<file path="src/hw/rtl/assert_macros.svh">
// Assertion macros shared by the decoder modules; each expects clk and rst_n in scope.
`ifndef ASSERT_MACROS_SVH
`define ASSERT_MACROS_SVH

// Condition must hold at every edge outside reset.
`define ASSERT_ALWAYS(label, cond) \
    label: assert property (@(posedge clk) disable iff (!rst_n) (cond)) \
        else $error("assertion failed: invariant");

// Antecedent implies consequent in the same cycle.
`define ASSERT_IMPLIES(label, ante, cons) \
    label: assert property (@(posedge clk) disable iff (!rst_n) (ante) |-> (cons)) \
        else $error("assertion failed: implication");

// Antecedent implies consequent in the following cycle.
`define ASSERT_NEXT(label, ante, cons) \
    label: assert property (@(posedge clk) disable iff (!rst_n) (ante) |=> (cons)) \
        else $error("assertion failed: next-cycle implication");

`endif

</file>
<file path="src/hw/rtl/tdd_pkg.sv">
// Types and constants for the tick record delta decoder.
`timescale 1ns / 1ps

package tdd_pkg;

    localparam int PAYLOAD_BITS  = 7;
    localparam int WORD_BITS     = 64;
    localparam int COUNT_BITS    = 32;
    localparam int POS_BITS      = 4;
    localparam int SHAMT_BITS    = 6;
    localparam logic [POS_BITS-1:0] LAST_BYTE_POS = 4'd9;

    typedef struct packed {
        logic [7:0] data_byte;
        logic       section_end;
    } src_item_t;

    typedef struct packed {
        logic                        status;
        logic signed [WORD_BITS-1:0] timestamp;
        logic signed [WORD_BITS-1:0] price;
        logic [WORD_BITS-1:0]        quantity;
        logic                        final_record;
    } rec_item_t;

    // Which varint of the record is being gathered
    typedef enum logic [2:0] {
        FLD_TS    = 3'b001,
        FLD_PRICE = 3'b010,
        FLD_QTY   = 3'b100
    } field_t;

    typedef enum logic [1:0] {
        EV_NONE  = 2'd0,
        EV_TS    = 2'd1,
        EV_PRICE = 2'd2,
        EV_QTY   = 2'd3
    } ev_kind_t;

    // One completed varint (or a bare corruption) handed from front to back
    typedef struct packed {
        ev_kind_t             kind;
        logic                 corrupt;
        logic                 final_rec;
        logic [WORD_BITS-1:0] value;
    } event_t;

    typedef struct packed {
        logic push;
        logic full;
    } q_ctl_t;

endpackage

</file>
<file path="src/hw/rtl/tdd_queue.sv">
// Short event queue between the decoder front and back.
`timescale 1ns / 1ps
`include "assert_macros.svh"

module tdd_queue
    import tdd_pkg::*;
#(
    parameter int DEPTH = 4
)
(
    input  logic   clk,
    input  logic   rst_n,
    input  logic   push,
    input  event_t push_ev,
    output logic   full,
    input  logic   pop,
    output logic   head_valid,
    output event_t head_ev
);

    localparam int AW = (DEPTH > 1) ? $clog2(DEPTH) : 1;
    localparam int CW = $clog2(DEPTH + 1);

    event_t          fifo_reg [DEPTH];
    logic [AW-1:0]   wptr_reg, wptr_next;
    logic [AW-1:0]   rptr_reg, rptr_next;
    logic [CW-1:0]   count_reg, count_next;
    logic            do_push, do_pop;

    assign full       = (count_reg == CW'(DEPTH));
    assign head_valid = (count_reg != '0);
    assign head_ev    = fifo_reg[rptr_reg];
    assign do_push    = push && !full;
    assign do_pop     = pop && head_valid;

    always_comb
    begin
        wptr_next  = wptr_reg;
        rptr_next  = rptr_reg;
        count_next = count_reg;
        if (do_push)
        begin
            wptr_next = (wptr_reg == AW'(DEPTH - 1)) ? '0 : wptr_reg + 1'b1;
        end
        if (do_pop)
        begin
            rptr_next = (rptr_reg == AW'(DEPTH - 1)) ? '0 : rptr_reg + 1'b1;
        end
        if (do_push && !do_pop)
        begin
            count_next = count_reg + 1'b1;
        end
        else if (do_pop && !do_push)
        begin
            count_next = count_reg - 1'b1;
        end
    end

    always_ff @(posedge clk or negedge rst_n)
    begin
        if (!rst_n)
        begin
            wptr_reg  <= '0;
            rptr_reg  <= '0;
            count_reg <= '0;
        end
        else
        begin
            wptr_reg  <= wptr_next;
            rptr_reg  <= rptr_next;
            count_reg <= count_next;
        end
    end

    always_ff @(posedge clk)
    begin
        if (do_push)
        begin
            fifo_reg[wptr_reg] <= push_ev;
        end
    end

    // Front must hold off while the queue is full, otherwise an event is lost
    `ASSERT_IMPLIES(a_no_push_when_full, full, !push)

endmodule

</file>
<file path="src/hw/rtl/tdd_front.sv">
// Decoder front: accepts bytes, gathers varints and classifies completed fields.
`timescale 1ns / 1ps
`include "assert_macros.svh"

module tdd_front
    import tdd_pkg::*;
(
    input  logic                  clk,
    input  logic                  rst_n,
    input  logic                  src_valid,
    output logic                  src_stall,
    input  src_item_t             src_item,
    input  logic                  cfg_we,
    input  logic [COUNT_BITS-1:0] cfg_wdata,
    input  logic                  q_full,
    output q_ctl_t                q_ctl,
    output event_t                q_ev
);

    logic [COUNT_BITS-1:0] count_cfg_reg;
    logic [COUNT_BITS-1:0] done_reg, done_next;
    field_t                field_reg, field_next;
    logic [WORD_BITS-1:0]  acc_reg, acc_next;
    logic [POS_BITS-1:0]   pos_reg, pos_next;
    logic                  err_reg, err_next;

    logic                  accept;
    logic                  active;
    logic [SHAMT_BITS-1:0] shamt;
    logic [WORD_BITS-1:0]  acc_or;
    logic [COUNT_BITS-1:0] done_inc;
    logic                  push;
    event_t                ev;

    assign src_stall = q_full;
    assign accept    = src_valid && !src_stall;
    assign active    = !err_reg && (done_reg < count_cfg_reg);
    assign shamt     = SHAMT_BITS'(PAYLOAD_BITS * pos_reg);
    assign acc_or    = acc_reg | (WORD_BITS'(src_item.data_byte[PAYLOAD_BITS-1:0]) << shamt);
    assign done_inc  = done_reg + 1'b1;

    always_comb
    begin
        field_next   = field_reg;
        acc_next     = acc_reg;
        pos_next     = pos_reg;
        err_next     = err_reg;
        done_next    = done_reg;
        push         = 1'b0;
        ev.kind      = EV_NONE;
        ev.corrupt   = 1'b0;
        ev.final_rec = 1'b0;
        ev.value     = acc_or;

        if (accept && active)
        begin
            if (src_item.data_byte[PAYLOAD_BITS])
            begin
                if (pos_reg == LAST_BYTE_POS || src_item.section_end)
                begin
                    // overlong or cut off mid-varint
                    push       = 1'b1;
                    ev.corrupt = 1'b1;
                    err_next   = 1'b1;
                    field_next = FLD_TS;
                    acc_next   = '0;
                    pos_next   = '0;
                end
                else
                begin
                    acc_next = acc_or;
                    pos_next = pos_reg + 1'b1;
                end
            end
            else
            begin
                acc_next = '0;
                pos_next = '0;
                push     = 1'b1;
                unique case (field_reg)
                    FLD_TS:
                    begin
                        ev.kind    = EV_TS;
                        ev.corrupt = src_item.section_end;
                        field_next = src_item.section_end ? FLD_TS : FLD_PRICE;
                        err_next   = src_item.section_end;
                    end
                    FLD_PRICE:
                    begin
                        ev.kind    = EV_PRICE;
                        ev.corrupt = src_item.section_end;
                        field_next = src_item.section_end ? FLD_TS : FLD_QTY;
                        err_next   = src_item.section_end;
                    end
                    default:
                    begin
                        ev.kind      = EV_QTY;
                        ev.final_rec = (done_inc == count_cfg_reg);
                        field_next   = FLD_TS;
                        done_next    = done_inc;
                    end
                endcase
            end
        end
    end

    assign q_ctl.push = push;
    assign q_ctl.full = q_full;
    assign q_ev       = ev;

    always_ff @(posedge clk or negedge rst_n)
    begin
        if (!rst_n)
        begin
            count_cfg_reg <= '0;
            done_reg      <= '0;
            field_reg     <= FLD_TS;
            acc_reg       <= '0;
            pos_reg       <= '0;
            err_reg       <= 1'b0;
        end
        else
        begin
            if (cfg_we)
            begin
                count_cfg_reg <= cfg_wdata;
            end
            done_reg  <= done_next;
            field_reg <= field_next;
            acc_reg   <= acc_next;
            pos_reg   <= pos_next;
            err_reg   <= err_next;
        end
    end

    // Error latch holds until reset
    `ASSERT_NEXT(a_err_sticky, err_reg, err_reg)
    `ASSERT_ALWAYS(a_pos_in_range, pos_reg <= LAST_BYTE_POS)

endmodule

</file>
<file path="src/hw/rtl/tdd_back.sv">
// Decoder back: applies deltas to the running sums and registers the results.
`timescale 1ns / 1ps
`include "assert_macros.svh"

module tdd_back
    import tdd_pkg::*;
(
    input  logic      clk,
    input  logic      rst_n,
    input  logic      head_valid,
    input  event_t    head_ev,
    output logic      pop,
    output logic      rec_valid,
    input  logic      rec_stall,
    output rec_item_t rec_item
);

    logic [WORD_BITS-1:0] ts_reg, ts_next;
    logic [WORD_BITS-1:0] price_reg, price_next;
    logic                 out_valid_reg, out_valid_next;
    rec_item_t            out_reg;

    logic                 needs_result;
    logic                 out_free;
    logic [WORD_BITS-1:0] zigzag;
    logic [WORD_BITS-1:0] ts_add, price_add;

    assign needs_result = head_ev.corrupt || (head_ev.kind == EV_QTY);
    assign out_free     = !out_valid_reg || !rec_stall;
    // Deltas without a result never wait on the output side
    assign pop          = head_valid && (!needs_result || out_free);

    assign zigzag    = (head_ev.value >> 1) ^ {WORD_BITS{head_ev.value[0]}};
    assign ts_add    = (head_ev.kind == EV_TS)    ? head_ev.value : '0;
    assign price_add = (head_ev.kind == EV_PRICE) ? zigzag        : '0;

    always_comb
    begin
        ts_next        = ts_reg;
        price_next     = price_reg;
        out_valid_next = out_valid_reg && rec_stall;
        if (pop)
        begin
            ts_next    = ts_reg + ts_add;
            price_next = price_reg + price_add;
            if (needs_result)
            begin
                out_valid_next = 1'b1;
            end
        end
    end

    always_ff @(posedge clk or negedge rst_n)
    begin
        if (!rst_n)
        begin
            ts_reg        <= '0;
            price_reg     <= '0;
            out_valid_reg <= 1'b0;
        end
        else
        begin
            ts_reg        <= ts_next;
            price_reg     <= price_next;
            out_valid_reg <= out_valid_next;
        end
    end

    always_ff @(posedge clk)
    begin
        if (pop && needs_result)
        begin
            out_reg.status       <= head_ev.corrupt;
            out_reg.timestamp    <= ts_next;
            out_reg.price        <= price_next;
            out_reg.quantity     <= head_ev.corrupt ? '0 : head_ev.value;
            out_reg.final_record <= head_ev.final_rec && !head_ev.corrupt;
        end
    end

    assign rec_valid = out_valid_reg;
    assign rec_item  = out_reg;

    `ASSERT_IMPLIES(a_corrupt_fields, out_valid_reg && out_reg.status,
                    out_reg.quantity == '0 && !out_reg.final_record)

endmodule

</file>
<file path="src/hw/rtl/tick_record_delta_decoder_top.sv">
// Tick record delta decoder top level: byte front, event queue, summing back.
// A byte that completes a record or a corruption is queued, then registered in the back's output.
// Throughput: one byte per cycle unless the queue is full, set by the varint gather in the front.
// Back pops one event a cycle unless a result is stalled; queue absorbs that before bytes are held.
// Reset (rst_n, asynchronous, active low) clears all sums, counts, the error latch and record limit.
`timescale 1ns / 1ps

module tick_record_delta_decoder_top
    import tdd_pkg::*;
#(
    parameter int QUEUE_DEPTH = 4
)
(
    input  logic                  clk,
    input  logic                  rst_n,
    input  logic                  src_valid,
    output logic                  src_stall,
    input  src_item_t             src_item,
    output logic                  rec_valid,
    input  logic                  rec_stall,
    output rec_item_t             rec_item,
    input  logic                  cfg_we,
    input  logic [COUNT_BITS-1:0] cfg_wdata
);

    q_ctl_t q_ctl;
    event_t q_ev;
    event_t head_ev;
    logic   q_full;
    logic   head_valid;
    logic   pop;

    tdd_front u_front (
        .clk       (clk),
        .rst_n     (rst_n),
        .src_valid (src_valid),
        .src_stall (src_stall),
        .src_item  (src_item),
        .cfg_we    (cfg_we),
        .cfg_wdata (cfg_wdata),
        .q_full    (q_full),
        .q_ctl     (q_ctl),
        .q_ev      (q_ev)
    );

    tdd_queue #(
        .DEPTH (QUEUE_DEPTH)
    ) u_queue (
        .clk        (clk),
        .rst_n      (rst_n),
        .push       (q_ctl.push),
        .push_ev    (q_ev),
        .full       (q_full),
        .pop        (pop),
        .head_valid (head_valid),
        .head_ev    (head_ev)
    );

    tdd_back u_back (
        .clk        (clk),
        .rst_n      (rst_n),
        .head_valid (head_valid),
        .head_ev    (head_ev),
        .pop        (pop),
        .rec_valid  (rec_valid),
        .rec_stall  (rec_stall),
        .rec_item   (rec_item)
    );

endmodule

</file>
<file path="config.mk">
export PLATFORM = sky130hd
export DESIGN_NAME = tick_record_delta_decoder_top
export DESIGN_NICKNAME = d
export VERILOG_FILES = /design/src/hw/rtl/tdd_pkg.sv /design/src/hw/rtl/tdd_queue.sv /design/src/hw/rtl/tdd_front.sv /design/src/hw/rtl/tdd_back.sv /design/src/hw/rtl/tick_record_delta_decoder_top.sv
export VERILOG_INCLUDE_DIRS = /design/src /design/src/hw/rtl
export SDC_FILE = /design/constraint.sdc
export NUM_CORES = 1
export LEC_CHECK = 0
export BUFFER_PORTS_ARGS = -buffer_cell sky130_fd_sc_hd__clkbuf_2
export CORE_UTILIZATION = 50
export DETAILED_ROUTE_END_ITERATION = 8
export PLACE_DENSITY = 0.75
export SLEW_MARGIN = 15
export SYNTH_ARGS = -nofsm -noshare
export SYNTH_HDL_FRONTEND = slang
export SYNTH_SLANG_ARGS = --single-unit
</file>
<file path="constraint.sdc">
create_clock -name clk -period 13.4 [get_ports clk]
set_clock_uncertainty 0.15 [all_clocks]
set_input_delay 0.67 -clock clk [delete_from_list [all_inputs] [get_ports clk]]
set_output_delay 0.67 -clock clk [all_outputs]
set_load 0.02 [all_outputs]
</file>
==> flow_metrics.env <==
export IMPL_dr_total_vias=25800
export IMPL_crit_path_start_kind="register"
export IMPL_fin_area_um2=42200
export IMPL_drc=0
export IMPL_largest_reg_flops=272
export IMPL_netlist_area_um2=37600
export IMPL_worst_setup_path_end_kind="register"
export IMPL_grt_ovfl_total=0
export IMPL_slew_viol_final=0
export IMPL_r2r_start="u_queue.rptr_reg[0]"
export IMPL_grt_pass1_vias=25300
export IMPL_grt_pass1_wl_um=143000
export IMPL_crit_type="register to register"
export IMPL_placement_io_buffers=241
export IMPL_htree_levels=3
export IMPL_worstPathRequired_ps=13550
export IMPL_ys_top_cells_by_area="edfxtp_1 37%, dfrtp_1 18%, ha_1 5.7%"
export IMPL_cts_tree="done"
export IMPL_fin_crit_sh=0.468
export IMPL_critical_path_most_common_cell="o21ai_1"
export IMPL_final_min_clock_period_ps=6270
export IMPL_hp_start="cfg_wdata[1]"
export IMPL_p_seq_frac=0.326
export IMPL_rr_worst_depth=15
export IMPL_syn_area_per_cell_um2=11.4
export IMPL_setup_viol=0
export IMPL_cts_max_path_buffers=3
export IMPL_placedCellCount=4365
export IMPL_rsz0062_at_grt="no"
export IMPL_startpoint="u_queue.rptr_reg[0]"
export IMPL_crit_chain="mux4_4, buf_4, and2_1, ha_1, a21o_1, nand4_1, a31oi_1, o21ai_1, o31ai_2, a41oi_1, o21ai_2, a21oi_1, o221ai_1, xnor2_1, o21ai_1"
export IMPL_synth_warnings=0
export IMPL_yosysSeqAreaShare=0.553
export IMPL_wl_um=91800
export IMPL_hold_class="primary input to register"
export IMPL_ios=242
export IMPL_fmax_ghz=0.160
export IMPL_diodes=0
export IMPL_rows=100
export IMPL_p_int_mw=6.67
export IMPL_synth_cells=3297
export IMPL_pre_cts_ws_ps=7170
export IMPL_cts_buffers=77
export IMPL_critPathMaxFanout=66
export IMPL_peakVddDrop_v=0.000212
export IMPL_cts_root_buf="clkbuf_16"
export IMPL_min_to="u_front.count_cfg_reg[1]"
export IMPL_yosysTopAreaCellShare=0.372
export IMPL_die_height_um=276
export IMPL_finalHoldViolCount=0
export IMPL_synth_edf_count=466
export IMPL_critPathArrivalTime_ps=6420
export IMPL_drt_initial_drc_count=2193
export IMPL_placed_area_um2=39600
export IMPL_fill_cells=6137
export IMPL_layout_nets=3701
export IMPL_area_growth_pct=12.3
export IMPL_status="finished, final reports clean"
export IMPL_die_w_um=276
export IMPL_wl_per_cell_um=20.4
export IMPL_slew_headroom=0.184
export IMPL_ant_nets=0
export IMPL_dp_hpwl_um=63600
export IMPL_grt_antenna_before_repair=5
export IMPL_multiInputGateArea_um2=15800
export IMPL_synth_flop_cell="edfxtp_1"
export IMPL_synth_cell_types=96
export IMPL_synth_ff_latch_count=738
export IMPL_layout_drive_gt1_share=0.147
export IMPL_clk_pin_slew_worst_paths_ps=60
export IMPL_hold_depth=3
export IMPL_critPathBufInv=1
export IMPL_switchingPower_mw=5.07
export IMPL_r2r_setup_slack_ps=7130
export IMPL_initial_utilization=0.505
export IMPL_clock_power_share=0.190
export IMPL_grt_max_degree=256
export IMPL_gp_congestion=1.02
export IMPL_ys_async_sr_fraction=0.369
export IMPL_p_leak_nw=17.4
export IMPL_combinationalPowerShare=0.484
export IMPL_maxCapViolCount=0
export IMPL_yosysTopAreaCell="edfxtp_1"
export IMPL_tightestPinTransition_ps=1220
export IMPL_dr_pass1_iters=6
export IMPL_viasPerCell=5.73
export IMPL_synth_fp_nets=3522
export IMPL_max_stage_delay_ps=900
export IMPL_synth_most_common_cell="edfxtp_1"
export IMPL_cts_num_sinks=738
export IMPL_post_cts_buffers=0
export IMPL_path_delay_family="compound AO/OA/AOI/OAI gates"
export IMPL_fin_ws_ps=7130
export IMPL_regArea_um2=20800
export IMPL_worstSkewPairLatency_ps=630
export IMPL_finalSetupTns_ps=0
export IMPL_cp_slowest_cell="dfrtp_4"
export IMPL_synth_common_cells="466 x edfxtp_1, 435 x nand2_1, 285 x o21ai_0, 271 x dfrtp_1, 197 x xnor2_1"
export IMPL_fin_cells=4510
export IMPL_die_area_um2=76300
export IMPL_power_switching_share=0.432
export IMPL_track_usage=0.241
export IMPL_p_per_area_nw_per_um2=278
export IMPL_coreArea_um2=74400
export IMPL_r2r_end="u_back.rec_item[186]"
[power groups by stage]
| stage | Combinational, mW | Sequential [mW] | Clock [mW] |
|---|---|---|---|
| floorplan | 3.63 | 4.26 | 0 |
| global placement | 5.54 | 3.87 | 0 |
| detailed placement | 5.62 | 3.87 | 0 |
| CTS | 5.64 | 3.84 | 2.27 |
| global route | 6.18 | 3.90 | 2.35 |
| finish | 5.68 | 3.83 | 2.23 |
[worst register-to-register path, delay by kind of cell (launching register included)]
kind,cells,cell delay [ps]
AOI/OAI and AO/OA,9,2910
DFF,1,900
buffers and inverters,1,790
muxes,1,430
and+or+nand+nor,2,410
xor gates and xnor gates,1,180
adders and majority gates,1,170
[layer usage]
layer  vias up  global-route usage  wire length [um]
li1      12200                   -                 -
met1     12500               0.342             40800
met2       916               0.379             41800
met3       170              0.0358              6140
met4         0              0.0849              3120
met5         -                   0                 0
[repair_timing]
action,CTS,global route
endpoints found under the hold margin,11,0
hold buffers,1,0
gates resized for setup,0,0
[how the worst max path moves through the flow]
stage / endpoint / slack, ps / depth (start not counted)
finish: u_back.rec_item[186] / 7130 / 15
global route: u_back.rec_item[186] / 6850 / 15
CTS: u_back.rec_item[186] / 7140 / 15
detailed placement: u_back.rec_item[186] / 7170 / 15
global placement: u_back.rec_item[186] / 7250 / 15
floorplan: u_back.rec_item[0] / 2410 / 8
[final cells by class]
type	count	share of cell area
clock inverters	58	0.0156
flip-flops and latches	738	0.493
inverters	95	0.00844
well taps	969	0.0287
clock buffers	86	0.0469
repair buffers	263	0.0331
multi-input cells	2301	0.375
[through the flow]
stage	hold slack [ps]	power, mW	util
3_3_place_gp	301	9.41	0.532
2_1_floorplan	224	7.89	-
5_1_grt	74.1	12.4	0.567
4_1_cts	61.9	11.8	0.567
6_report	92.4	11.7	0.567
3_5_place_dp	298	9.49	0.532
[placed cells by master (no fill, tap or decap), types with 14 or more instances in the layout]
cell type	count
a21o_1	120
a21oi_1	178
a31oi_1	19
and2_1	72
and3_1	18
buf_4	20
clkbuf_16	78
clkbuf_2	240
clkinv_1	14
clkinv_2	14
dfrtp_1	269
edfxtp_1	466
ha_1	172
inv_1	93
mux2_2	16
mux4_2	67
nand2_1	435
nand2b_1	16
nand3_1	44
nand4_1	51
nor2_1	181
nor2b_1	72
nor3_1	33
o211ai_1	14
o21ai_0	285
o21ai_1	32
o21bai_1	33
xnor2_1	197
xor2_1	77
[logic make-up after synthesis]
| logic type | after synthesis | synth area share |
|---|---|---|
| and+or+nand+nor | 976 | 0.121 |
| AOI/OAI and AO/OA | 783 | 0.127 |
| DFF | 738 | 0.553 |
| buffers and inverters | 258 | 0.0273 |
| adders and majority gates | 179 | 0.0610 |
| muxes | 89 | 0.0469 |
| xor gates and xnor gates | 274 | 0.0638 |
No activity file was read; power rests on OpenSTA's default activity.
